## config.mk

```make
export PLATFORM = sky130hd
export DESIGN_NAME = i2c_master_bit_engine_flat
export DESIGN_NICKNAME = d
export VERILOG_FILES = /design/src/rtl/core/i2cm_pkg.sv /design/src/rtl/core/i2cm_chan_if.sv /design/src/rtl/core/i2cm_csr.sv /design/src/rtl/core/i2cm_step.sv /design/src/rtl/core/i2cm_rsp_reg.sv /design/src/rtl/core/i2c_master_bit_engine.sv /design/src/flat_wrapper.sv
export VERILOG_INCLUDE_DIRS = /design/src /design/src/rtl/core
export SDC_FILE = /design/constraint.sdc
export NUM_CORES = 1
export LEC_CHECK = 0
export BUFFER_PORTS_ARGS = -buffer_cell sky130_fd_sc_hd__clkbuf_2
export CAP_MARGIN = 20
export CORE_MARGIN = 4
export CORE_UTILIZATION = 45
export CTS_CLUSTER_SIZE = 30
export DETAILED_ROUTE_END_ITERATION = 8
export GPL_TIMING_DRIVEN = 0
export PLACE_DENSITY_LB_ADDON = 0.12
export SKIP_LAST_GASP = 1
export SYNTH_ARGS = -nofsm -noshare
export SYNTH_HDL_FRONTEND = slang
export SYNTH_HIERARCHICAL = 1
export SYNTH_SLANG_ARGS = --single-unit
```

## constraint.sdc

```tcl
create_clock -name clock -period 6.3 [get_ports clock]
set_input_delay 1.26 -clock clock [delete_from_list [all_inputs] [get_ports clock]]
set_output_delay 1.26 -clock clock [all_outputs]
set_load 0.02 [all_outputs]
```

## src/rtl/core/i2c_master_bit_engine_assert.svh

```systemverilog
// Assertion macros used by the I2C master bit engine RTL.
`ifndef I2C_MASTER_BIT_ENGINE_ASSERT_SVH
`define I2C_MASTER_BIT_ENGINE_ASSERT_SVH

// Checks an implication that must hold in the same cycle, outside reset.
`define I2CM_ASSERT_SAME(label, clk, rst, ante, cons, msg) \
   label: assert property (@(posedge clk) disable iff (rst) (ante) |-> (cons)) \
      else $error(msg);

// Checks an implication whose consequence must hold in the next cycle.
`define I2CM_ASSERT_NEXT(label, clk, rst, ante, cons, msg) \
   label: assert property (@(posedge clk) disable iff (rst) (ante) |=> (cons)) \
      else $error(msg);

`endif

```

## src/rtl/core/i2cm_pkg.sv

```systemverilog
// Shared types and constants of the I2C master bit engine.
package i2cm_pkg;

   localparam int HALF_PERIOD_W       = 16;
   localparam int ACK_TIMEOUT_W       = 8;
   localparam int CSR_DATA_W          = 16;
   localparam int BYTE_W              = 8;
   localparam int BIT_COUNT_W         = 4;
   localparam int DELAY_BITS_DEFAULT  = 16;
   localparam logic [HALF_PERIOD_W-1:0] HALF_PERIOD_RESET = 16'd5;
   localparam logic [ACK_TIMEOUT_W-1:0] ACK_TIMEOUT_RESET = 8'd250;
   localparam logic [BIT_COUNT_W-1:0]   BITS_PER_BYTE     = 4'd8;

   typedef enum logic [1:0] {
      OP_START = 2'd0,
      OP_STOP  = 2'd1,
      OP_WRITE = 2'd2,
      OP_READ  = 2'd3
   } op_type;

   typedef enum logic {
      CSR_HALF_PERIOD = 1'b0,
      CSR_ACK_TIMEOUT = 1'b1
   } csr_index_type;

   typedef struct packed {
      logic              cmd_valid;
      op_type            operation;
      logic [BYTE_W-1:0] tx_data;
      logic              send_ack;
      logic              sda_in;
   } req_type;

   typedef struct packed {
      logic              scl_out;
      logic              sda_out;
      logic              busy_res;
      logic              done_res;
      logic [BYTE_W-1:0] rx_data;
      logic              ack_error;
   } rsp_type;

   typedef struct packed {
      logic [HALF_PERIOD_W-1:0] half_period;
      logic [ACK_TIMEOUT_W-1:0] ack_timeout;
   } cfg_type;

endpackage

```

## src/rtl/core/i2cm_chan_if.sv

```systemverilog
// Valid/ready channel interface carrying one payload per transfer.
interface i2cm_chan_if #(
   parameter type payload_type = logic
) ();
   logic        valid;
   logic        ready;
   payload_type payload;

   modport source (output valid, output payload, input ready);
   modport sink   (input valid, input payload, output ready);
endinterface

```

## src/rtl/core/i2cm_csr.sv

```systemverilog
// Configuration registers of the I2C master bit engine.
module i2cm_csr (
   input  logic                           clock,
   input  logic                           reset,
   input  logic                           csr_we,
   input  i2cm_pkg::csr_index_type        csr_index,
   input  logic [i2cm_pkg::CSR_DATA_W-1:0] csr_wdata,
   output i2cm_pkg::cfg_type              cfg
);

   i2cm_pkg::cfg_type cfg_ff;
   i2cm_pkg::cfg_type cfg_in;

   always_comb begin
      cfg_in = cfg_ff;
      if (csr_we) begin
         unique case (csr_index)
            i2cm_pkg::CSR_HALF_PERIOD: begin
               cfg_in.half_period = csr_wdata[i2cm_pkg::HALF_PERIOD_W-1:0];
            end
            i2cm_pkg::CSR_ACK_TIMEOUT: begin
               cfg_in.ack_timeout = csr_wdata[i2cm_pkg::ACK_TIMEOUT_W-1:0];
            end
            default: begin
               cfg_in = cfg_ff;
            end
         endcase
      end
   end

   always_ff @(posedge clock) begin
      if (reset) begin
         cfg_ff.half_period <= i2cm_pkg::HALF_PERIOD_RESET;
         cfg_ff.ack_timeout <= i2cm_pkg::ACK_TIMEOUT_RESET;
      end else begin
         cfg_ff <= cfg_in;
      end
   end

   assign cfg = cfg_ff;

endmodule

```

## src/rtl/core/i2cm_step.sv

```systemverilog
// Bus sequencer: advances the pin sequence by one tick per accepted transfer.
`include "i2c_master_bit_engine_assert.svh"

module i2cm_step #(
   parameter int DELAY_BITS = i2cm_pkg::DELAY_BITS_DEFAULT
) (
   input  logic              clock,
   input  logic              reset,
   input  logic              step_en,
   input  i2cm_pkg::req_type req,
   input  i2cm_pkg::cfg_type cfg,
   output i2cm_pkg::rsp_type result
);

   localparam int HP_W  = i2cm_pkg::HALF_PERIOD_W;
   localparam int EXT_W = (DELAY_BITS > HP_W) ? DELAY_BITS : HP_W;
   localparam int BW    = i2cm_pkg::BYTE_W;
   localparam int CW    = i2cm_pkg::BIT_COUNT_W;
   localparam int TW    = i2cm_pkg::ACK_TIMEOUT_W;

   typedef enum logic [3:0] {
      PH_IDLE, PH_ST1, PH_ST2, PH_SP1, PH_SP2, PH_WR_SET, PH_WR_HI, PH_WR_LO,
      PH_AK_REL, PH_AK_POLL, PH_RD_LO, PH_RD_HI, PH_AO1, PH_AO2
   } phase_type;

   phase_type             phase_ff, phase_in;
   logic [CW-1:0]         bit_count_ff, bit_count_in;
   logic [BW-1:0]         shift_byte_ff, shift_byte_in;
   logic [DELAY_BITS-1:0] wait_count_ff, wait_count_in;
   logic [TW-1:0]         poll_count_ff, poll_count_in;
   logic                  scl_level_ff, scl_level_in;
   logic                  sda_level_ff, sda_level_in;
   logic                  ack_choice_ff, ack_choice_in;
   logic                  ack_fail_ff, ack_fail_in;
   logic [BW-1:0]         rx_hold_ff, rx_hold_in;
   logic                  done;

   logic [HP_W-1:0]       hp_m1;
   logic [EXT_W-1:0]      hp_ext;
   logic [DELAY_BITS-1:0] delay_load;
   logic [CW-1:0]         bit_count_inc;
   logic [TW-1:0]         poll_count_inc;
   logic [BW-1:0]         shift_wr;

   // A zero half period behaves as one; long delays saturate at the counter width.
   always_comb begin
      hp_m1  = (cfg.half_period == '0) ? '0 : cfg.half_period - HP_W'(1);
      hp_ext = EXT_W'(hp_m1);
      if (hp_ext > EXT_W'({DELAY_BITS{1'b1}})) begin
         delay_load = '1;
      end else begin
         delay_load = DELAY_BITS'(hp_ext);
      end
   end

   assign bit_count_inc  = bit_count_ff + CW'(1);
   assign poll_count_inc = poll_count_ff + TW'(1);
   assign shift_wr       = {shift_byte_ff[BW-2:0], 1'b0};

   always_comb begin
      phase_in      = phase_ff;
      bit_count_in  = bit_count_ff;
      shift_byte_in = shift_byte_ff;
      wait_count_in = wait_count_ff;
      poll_count_in = poll_count_ff;
      scl_level_in  = scl_level_ff;
      sda_level_in  = sda_level_ff;
      ack_choice_in = ack_choice_ff;
      ack_fail_in   = ack_fail_ff;
      rx_hold_in    = rx_hold_ff;
      done          = 1'b0;
      if (phase_ff == PH_IDLE) begin
         if (req.cmd_valid) begin
            ack_choice_in = req.send_ack;
            bit_count_in  = '0;
            wait_count_in = delay_load;
            case (req.operation)
               i2cm_pkg::OP_START: begin
                  sda_level_in = 1'b1;
                  scl_level_in = 1'b1;
                  phase_in     = PH_ST1;
               end
               i2cm_pkg::OP_STOP: begin
                  scl_level_in = 1'b0;
                  sda_level_in = 1'b0;
                  phase_in     = PH_SP1;
               end
               i2cm_pkg::OP_WRITE: begin
                  ack_fail_in   = 1'b0;
                  shift_byte_in = req.tx_data;
                  scl_level_in  = 1'b0;
                  sda_level_in  = req.tx_data[BW-1];
                  phase_in      = PH_WR_SET;
               end
               default: begin
                  shift_byte_in = '0;
                  scl_level_in  = 1'b0;
                  sda_level_in  = 1'b1;
                  phase_in      = PH_RD_LO;
               end
            endcase
         end
      end else if (wait_count_ff != '0) begin
         wait_count_in = wait_count_ff - DELAY_BITS'(1);
      end else begin
         unique case (phase_ff)
            PH_ST1: begin
               sda_level_in  = 1'b0;
               wait_count_in = delay_load;
               phase_in      = PH_ST2;
            end
            PH_ST2, PH_AO2: begin
               scl_level_in = 1'b0;
               done         = 1'b1;
               phase_in     = PH_IDLE;
            end
            PH_SP1: begin
               scl_level_in  = 1'b1;
               sda_level_in  = 1'b1;
               wait_count_in = delay_load;
               phase_in      = PH_SP2;
            end
            PH_SP2: begin
               done     = 1'b1;
               phase_in = PH_IDLE;
            end
            PH_WR_SET: begin
               scl_level_in  = 1'b1;
               wait_count_in = delay_load;
               phase_in      = PH_WR_HI;
            end
            PH_WR_HI: begin
               scl_level_in  = 1'b0;
               wait_count_in = delay_load;
               phase_in      = PH_WR_LO;
            end
            PH_WR_LO: begin
               shift_byte_in = shift_wr;
               bit_count_in  = bit_count_inc;
               if (bit_count_inc < i2cm_pkg::BITS_PER_BYTE) begin
                  sda_level_in  = shift_wr[BW-1];
                  wait_count_in = delay_load;
                  phase_in      = PH_WR_SET;
               end else begin
                  sda_level_in  = 1'b1;
                  wait_count_in = '0;
                  phase_in      = PH_AK_REL;
               end
            end
            PH_AK_REL: begin
               scl_level_in  = 1'b1;
               wait_count_in = '0;
               poll_count_in = '0;
               phase_in      = PH_AK_POLL;
            end
            PH_AK_POLL: begin
               if (!req.sda_in) begin
                  scl_level_in = 1'b0;
                  done         = 1'b1;
                  phase_in     = PH_IDLE;
               end else begin
                  poll_count_in = poll_count_inc;
                  // No acknowledge within the timeout: flag it and release the bus.
                  if (poll_count_inc >= cfg.ack_timeout) begin
                     ack_fail_in   = 1'b1;
                     scl_level_in  = 1'b0;
                     sda_level_in  = 1'b0;
                     wait_count_in = delay_load;
                     phase_in      = PH_SP1;
                  end
               end
            end
            PH_RD_LO: begin
               scl_level_in  = 1'b1;
               shift_byte_in = {shift_byte_ff[BW-2:0], req.sda_in};
               wait_count_in = delay_load;
               phase_in      = PH_RD_HI;
            end
            PH_RD_HI: begin
               bit_count_in  = bit_count_inc;
               scl_level_in  = 1'b0;
               wait_count_in = delay_load;
               if (bit_count_inc < i2cm_pkg::BITS_PER_BYTE) begin
                  sda_level_in = 1'b1;
                  phase_in     = PH_RD_LO;
               end else begin
                  rx_hold_in   = shift_byte_ff;
                  sda_level_in = !ack_choice_ff;
                  phase_in     = PH_AO1;
               end
            end
            PH_AO1: begin
               scl_level_in  = 1'b1;
               wait_count_in = delay_load;
               phase_in      = PH_AO2;
            end
            default: begin
               phase_in = PH_IDLE;
            end
         endcase
      end
   end

   always_ff @(posedge clock) begin
      if (reset) begin
         phase_ff      <= PH_IDLE;
         bit_count_ff  <= '0;
         shift_byte_ff <= '0;
         wait_count_ff <= '0;
         poll_count_ff <= '0;
         scl_level_ff  <= 1'b1;
         sda_level_ff  <= 1'b1;
         ack_choice_ff <= 1'b0;
         ack_fail_ff   <= 1'b0;
         rx_hold_ff    <= '0;
      end else if (step_en) begin
         phase_ff      <= phase_in;
         bit_count_ff  <= bit_count_in;
         shift_byte_ff <= shift_byte_in;
         wait_count_ff <= wait_count_in;
         poll_count_ff <= poll_count_in;
         scl_level_ff  <= scl_level_in;
         sda_level_ff  <= sda_level_in;
         ack_choice_ff <= ack_choice_in;
         ack_fail_ff   <= ack_fail_in;
         rx_hold_ff    <= rx_hold_in;
      end
   end

   always_comb begin
      result.scl_out   = scl_level_in;
      result.sda_out   = sda_level_in;
      result.busy_res  = (phase_in != PH_IDLE);
      result.done_res  = done;
      result.rx_data   = rx_hold_in;
      result.ack_error = ack_fail_in;
   end

   `I2CM_ASSERT_NEXT(a_ack_seen_ends, clock, reset,
      step_en && phase_ff == PH_AK_POLL && wait_count_ff == '0 && !req.sda_in,
      phase_ff == PH_IDLE, "acknowledge seen but the write did not finish")
   `I2CM_ASSERT_SAME(a_fail_from_poll, clock, reset, $rose(ack_fail_ff),
      $past(phase_ff) == PH_AK_POLL, "ack error raised outside the acknowledge poll")
   `I2CM_ASSERT_SAME(a_bit_count_range, clock, reset, 1'b1,
      bit_count_ff <= i2cm_pkg::BITS_PER_BYTE, "bit counter ran past one byte")

endmodule

```

## src/rtl/core/i2cm_rsp_reg.sv

```systemverilog
// Result register that decouples the tick stream from the result consumer.
module i2cm_rsp_reg (
   input  logic              clock,
   input  logic              reset,
   input  logic              load,
   input  i2cm_pkg::rsp_type load_data,
   output logic              can_load,
   i2cm_chan_if.source       rsp_ch
);

   logic              valid_ff, valid_in;
   i2cm_pkg::rsp_type data_ff;

   // A new result may enter when the register is empty or the held one leaves in the same cycle.
   assign can_load = !valid_ff || rsp_ch.ready;
   assign valid_in = load || (valid_ff && !rsp_ch.ready);

   always_ff @(posedge clock) begin
      if (reset) begin
         valid_ff <= 1'b0;
      end else begin
         valid_ff <= valid_in;
      end
   end

   always_ff @(posedge clock) begin
      if (load) begin
         data_ff <= load_data;
      end
   end

   assign rsp_ch.valid   = valid_ff;
   assign rsp_ch.payload = data_ff;

endmodule

```

## src/rtl/core/i2c_master_bit_engine.sv

```systemverilog
// Top level of the I2C master bit engine. Each transfer on req_ch is one bus tick: it
// samples SDA and, while the engine is idle, may start a start, stop, write-byte or
// read-byte sequence. Every accepted tick yields exactly one result on rsp_ch with the
// SCL/SDA levels to drive, busy and done flags, the last received byte and the acknowledge
// error flag. The engine takes one tick per clock cycle; its result is held in the output
// register and appears on rsp_ch in the cycle after the tick is accepted. The tick rate
// drops only while rsp_ch holds a result that is not taken. Bus delays last half_period
// ticks (0 acts as 1) and the acknowledge poll gives up after ack_timeout high samples.
// The user writes csr_ port registers only while idle; the block does not enforce it.
module i2c_master_bit_engine #(
   parameter int DELAY_BITS = i2cm_pkg::DELAY_BITS_DEFAULT
) (
   input  logic                            clock,
   input  logic                            reset,
   i2cm_chan_if.sink                       req_ch,
   i2cm_chan_if.source                     rsp_ch,
   input  logic                            csr_we,
   input  i2cm_pkg::csr_index_type         csr_index,
   input  logic [i2cm_pkg::CSR_DATA_W-1:0] csr_wdata
);

   i2cm_pkg::cfg_type cfg;
   i2cm_pkg::rsp_type step_result;
   logic              can_load;
   logic              step_en;

   assign req_ch.ready = can_load;
   assign step_en      = req_ch.valid && can_load;

   i2cm_csr u_csr (
      .clock     (clock),
      .reset     (reset),
      .csr_we    (csr_we),
      .csr_index (csr_index),
      .csr_wdata (csr_wdata),
      .cfg       (cfg)
   );

   i2cm_step #(
      .DELAY_BITS (DELAY_BITS)
   ) u_step (
      .clock   (clock),
      .reset   (reset),
      .step_en (step_en),
      .req     (req_ch.payload),
      .cfg     (cfg),
      .result  (step_result)
   );

   i2cm_rsp_reg u_rsp_reg (
      .clock     (clock),
      .reset     (reset),
      .load      (step_en),
      .load_data (step_result),
      .can_load  (can_load),
      .rsp_ch    (rsp_ch)
   );

endmodule

```

## src/flat_wrapper.sv

```systemverilog
// flat-port wrapper written by rule: the top's interface ports become plain ports
module i2c_master_bit_engine_flat import i2cm_pkg::*;
#(
   parameter int DELAY_BITS = i2cm_pkg::DELAY_BITS_DEFAULT
)
  (clock, reset, csr_we, csr_index, csr_wdata, req_ch_valid, req_ch_payload, req_ch_ready, rsp_ch_valid, rsp_ch_payload, rsp_ch_ready);
  i2cm_chan_if #(.payload_type(req_type)) req_ch_i ();
  i2cm_chan_if #(.payload_type(rsp_type)) rsp_ch_i ();
  input  logic clock;
  input  logic reset;
  input  logic csr_we;
  input  i2cm_pkg::csr_index_type csr_index;
  input  logic [i2cm_pkg::CSR_DATA_W-1:0] csr_wdata;
  input wire logic [$bits(req_ch_i.valid)-1:0] req_ch_valid;
  input wire logic [$bits(req_ch_i.payload)-1:0] req_ch_payload;
  output wire logic [$bits(req_ch_i.ready)-1:0] req_ch_ready;
  output wire logic [$bits(rsp_ch_i.valid)-1:0] rsp_ch_valid;
  output wire logic [$bits(rsp_ch_i.payload)-1:0] rsp_ch_payload;
  input wire logic [$bits(rsp_ch_i.ready)-1:0] rsp_ch_ready;
  assign req_ch_i.valid = req_ch_valid;
  assign req_ch_i.payload = req_ch_payload;
  assign req_ch_ready = req_ch_i.ready;
  assign rsp_ch_valid = rsp_ch_i.valid;
  assign rsp_ch_payload = rsp_ch_i.payload;
  assign rsp_ch_i.ready = rsp_ch_ready;
  i2c_master_bit_engine #(.DELAY_BITS(DELAY_BITS)) u_core (.clock(clock), .reset(reset), .req_ch(req_ch_i), .rsp_ch(rsp_ch_i), .csr_we(csr_we), .csr_index(csr_index), .csr_wdata(csr_wdata));
endmodule
```

Yosys cells after proc, flatten, opt, wreduce, memory -nomap -nowiden
Cells that the tools add are included.

Register bits: 90. Input bits: 35. Word-level logic and storage cells: 138. Output and inout port bits: 15.

Magnitude comparators: 3. Multiplexer cells: 58. Equality and inequality tests: 21. Reduce and logical (&&, ||, !) cells: 30. Add/subtract/negate cells: 4. Bitwise operators: 3.

Operator list (number): 16-bit two-way mux (8); 8-bit two-way mux (8); 16-bit one-hot mux with 4 select lines (1); 8-bit one-hot mux with 2 select lines (3); 4-bit two-way mux (10); 4-bit one-hot mux with 10 select lines (1); 16-bit by 1-bit subtractor with 16-bit output, second input constant (2); 4-bit == test, second input constant (6); 1-bit two-way mux (21); 4-bit by 3-bit == test with 1-bit output, second input constant (4); 16-bit greater-than comparator, second input constant (1); 16-bit logical NOT (1); 16-bit nonzero test (1); 5-bit AND reduction (3); 4-bit one-hot mux with 3 select lines (1); 8-bit by 1-bit adder with 8-bit output, second input constant (1); 4-bit by 2-bit == test with 1-bit output, second input constant (2); 8-bit >= comparator (1); 2-bit inequality test, second input constant (4); 4-bit inequality test, second input constant (2); 7-bit OR reduction (1); 6-bit nonzero test (1); 2-bit OR reduction (3); 1-bit one-hot mux with 5 select lines (1); 23 further kinds (32).

Longest topological paths before layout
Word-level depth: 9. Mapped depth: 13. Gate-level depth less buffers: 12.

Cells and area by module
The synthesis kept the hierarchy.

By module, submodules not included: i2cm_step (area an instance 3926.3 um^2, times used 1, cells each 523); i2cm_csr (area an instance 1076.0 um^2, times used 1, cells each 102); i2cm_rsp_reg (area an instance 436.7 um^2, times used 1, cells each 17); i2c_master_bit_engine (area an instance 6.3 um^2, times used 1, cells each 1).

Worst setup path before layout
OpenSTA, ideal clock, no wires.

Kind: input to register. From: input port rsp_ch_ready. To: register u_core.u_step.wait_count_ff[3]. Path slack: 3039 ps. Library setup time: 134 ps. Data required time: 6166 ps. Stages: 9. Data arrival time: 3126 ps. Path through: nand2b_4 -> and2_1 -> clkbuf_1 -> o21ai_0 -> o21ba_2 -> nand2_2 -> buf_6 -> a221oi_1 -> nor3_1.

Longest elaborated chain between the ends: 3.

RTL lines: from (decl) (line flat_wrapper.sv:19) `input wire logic [$bits(rsp_ch_i.ready)-1:0] rsp_ch_ready;`; 1-bit logical OR (line i2cm_rsp_reg.sv:15) `assign can_load = !valid_ff || rsp_ch.ready;`; 1-bit logical AND (line i2c_master_bit_engine.sv:28) `assign step_en = req_ch.valid && can_load;`; named net u_core.step_en (line i2c_master_bit_engine.sv:25) `logic step_en;`; 5-bit AND reduction (no line); to (signal assigned) (line i2cm_step.sv:220) `wait_count_ff <= wait_count_in;`; to (decl) (line i2cm_step.sv:29) `logic [DELAY_BITS-1:0] wait_count_ff, wait_count_in;`.

The timed path passes the listed nets, and every way through them passes these cells. A chain may end at the register's enable or synchronous reset.

Final worst setup path
Ends and elaborated chain as after synthesis.

==> impl_metrics.tcl <==
set metrics [dict create \
    routed_wl_um 14400 \
    finalSetupViolCount 0 \
    cts.reportedPaths.clkPinSlew_ps 70 \
    synth_top_area_share 0.283 \
    cts_buffers 9 \
    start_util 0.469 \
    worstSetupStartpointType "primary input" \
    synth.most_common_cell "dfxtp_1" \
    final_hold_viol_count 0 \
    synth.net_count 691 \
    postSynth.asyncResetShare 0 \
    synth.distinct_cells 72 \
    synth_ff_type "dfxtp_1" \
    io_buffers 48 \
    synth-seq-cells 90 \
    cts_setup_buffers 0 \
    cap_violations 0 \
    track_usage 0.209 \
    wl_per_cell_um 16.9 \
    diodes 0 \
    grt_pass1_vias 4637 \
    dieArea_um2 13900 \
    slew_headroom 0.509 \
    htreeDepth 3 \
    r2r-end "u_core/u_rsp_reg/rsp_ch.payload[10]" \
    vias 4913 \
    grt_setup_unrepaired "false" \
    cts_hold_buf 0 \
    synth_area_um2 5450 \
    antenna_left 0 \
    regArea_um2 1930 \
    run_status "completed" \
    critical_path_required_ps 6520 \
    yosysWarningCount 6 \
    antenna_found_initial 0 \
    place_hpwl_um 10800 \
    vias_per_cell 5.78 \
    syn_inst 643 \
    ys_seq_area_frac 0.355 \
    crit_arrival_ps 3610 \
    reg2reg_depth 11 \
    core_area_um2 11600 \
    tightest_slew_ps 737 \
    num_rows 39 \
    fin_tns_setup_ps 0 \
    total_power_w 0.00179 \
    multi_input_area_um2 3200 \
    worstHoldStart "u_core/u_csr/cfg[4]" \
    drt-pass1-iter-count 5 \
    cts_tree "yes" \
    ios 50 \
    die_w_um 118 \
    period_share 0.539 \
    fmax_mhz 294 \
    drt-initial-drc-count 405 \
    hp-class "reg -> reg" \
    power_leakage_nw 2.46 \
    clock_path_buffers 2 \
    synth_edf_count 13 \
    synth_top_cells_by_count "77 x dfxtp_1, 63 x nor2_1, 48 x nand2_1, 45 x a21oi_1, 31 x o21ai_0" \
    worstSetupPathType "in -> reg" \
    grt_max_degree 19 \
    drive_gt1_frac 0.178 \
    syn_avg_cell_area_um2 8.47 \
    die_y_um 118 \
    grt_pass1_wl_um 23600 \
    r2r_slack_ps 3200 \
    clock_sinks 90 \
    clock_latency_ps 360 \
    synth_top_area_cell "dfxtp_1" \
    grt-ovfl-total 0 \
    final_nets 750 \
    post_cts_resized 0 \
    drc 0 \
    fillerInstances 1119 \
    peakVddDrop_mv 0.146 \
    end_kind "flop" \
    min_path_cells 1 \
    min_to "u_core/u_csr/cfg[4]" \
    period_needed_ps 3400 \
    area_delta_synth_final_pct 13.1 \
    worstPathMaxFanout 15 \
    ys_top_cells_by_area "dfxtp_1 28%, edfxtp_1 7.2%, nor2_1 4.3%" \
    power_density_nw_per_um2 291 \
    finalMaxSlewViolations 0 \
    finClkSkew_ps 10.2 \
    gp_congestion 0.937 \
    cts_root_buffer "clkbuf_16" \
    worstReg2RegStart "u_core/u_step/poll_count_ff[0]" \
]
[per-stage QoR]
stage / area [um^2] / instances / hold slack [ps] / setup WS (ps) / utilization
final: 6160 / 850 / 469 / 2900 / 0.530
after global routing: 6160 / 850 / 482 / 2640 / 0.530
after CTS: 6160 / 850 / 475 / 2890 / 0.530
after detailed placement: 5860 / 834 / 456 / 2500 / 0.505
after global placement: 5860 / 834 / 453 / 2560 / 0.505
after floorplan: 5450 / 643 / 435 / 3040 / -
[per-layer routing]
layer | vias to the layer above | GRT usage | wire [um]
met5 | - | 0 | 0
met4 | 0 | 0.0872 | 317
met3 | 23 | 0.0356 | 731
met2 | 154 | 0.328 | 6500
met1 | 2261 | 0.285 | 6810
li1 | 2475 | - | -
[flip-flops by register name (all words and copies together) (netlist names)]
register,cells
u_core/u_step/rx_hold_ff,8
u_core/u_step/wait_count_ff,16
u_core/u_step/poll_count_ff,8
u_core/u_step/ack_choice_ff,1
u_core/u_step/ack_fail_ff,1
u_core/u_step/phase_ff,4
u_core/u_step/scl_level_ff,1
u_core/u_rsp_reg/rsp_ch.valid,1
u_core/u_step/shift_byte_ff,8
u_core/u_step/bit_count_ff,4
u_core/u_step/sda_level_ff,1
u_core/u_csr/cfg,24
u_core/u_rsp_reg/rsp_ch.payload,13
[cells in the final DEF, fill, tap and decap left out, types with 9 or more instances in the layout]
| cell | n |
|---|---|
| nor3_1 | 28 |
| and3_1 | 12 |
| a21oi_1 | 45 |
| nand4bb_1 | 14 |
| inv_1 | 23 |
| clkbuf_16 | 9 |
| o21ai_2 | 10 |
| o21ai_0 | 31 |
| mux2i_1 | 17 |
| nand2_1 | 48 |
| edfxtp_1 | 13 |
| nand3_1 | 26 |
| clkbuf_1 | 22 |
| xnor2_1 | 10 |
| clkbuf_2 | 48 |
| dfxtp_1 | 77 |
| nand2b_1 | 17 |
| ha_1 | 13 |
| nor2_1 | 63 |
| xor2_1 | 16 |
[worst max-delay path, cell delays in order]
cell      delay [ps]
clkbuf_2          70
nand2b_4         120
and2_1           550
clkbuf_1         390
o21ai_0          270
o21ba_2          330
nand2_2          110
buf_6            170
a221oi_1         230
nor3_1            90
[logic make-up after synthesis]
logic type,count (synthesis),synth area share
simple gates,270,0.280
compound gates,154,0.190
flops,90,0.355
buf+inv,66,0.0577
xor+xnor,26,0.0418
mux,24,0.0457
fa+ha+maj,13,0.0299
[where the power goes]
group          total [W]  switching, W  leakage, nW  internal (W)
Clock           0.000540      0.000261        0.139      0.000279
Combinational   0.000583      0.000373         1.57      0.000210
Sequential      0.000672     0.0000419        0.757      0.000630
Total            0.00179      0.000676         2.46       0.00112
[worst max-delay path by stage]
stage | from | depth (start not counted) | to
floorplan | rsp_ch_ready | 9 | u_core/u_step/wait_count_ff[3]
global placement | rsp_ch_ready | 10 | u_core/u_step/wait_count_ff[7]
detailed placement | rsp_ch_ready | 10 | u_core/u_step/wait_count_ff[7]
CTS | rsp_ch_ready | 10 | u_core/u_step/wait_count_ff[7]
global route | rsp_ch_ready | 10 | u_core/u_step/wait_count_ff[7]
finish | rsp_ch_ready | 10 | u_core/u_step/wait_count_ff[3]
[final cells by class]
cell class              count  area share
repair buffers             48      0.0390
multi-input cells         487       0.519
plain buffers              43      0.0370
well taps                 143      0.0290
clock buffers               9      0.0366
inverters                  23      0.0140
flip-flops and latches     90       0.314
clock inverters             7      0.0116
(Power assumes the default switching activity.)
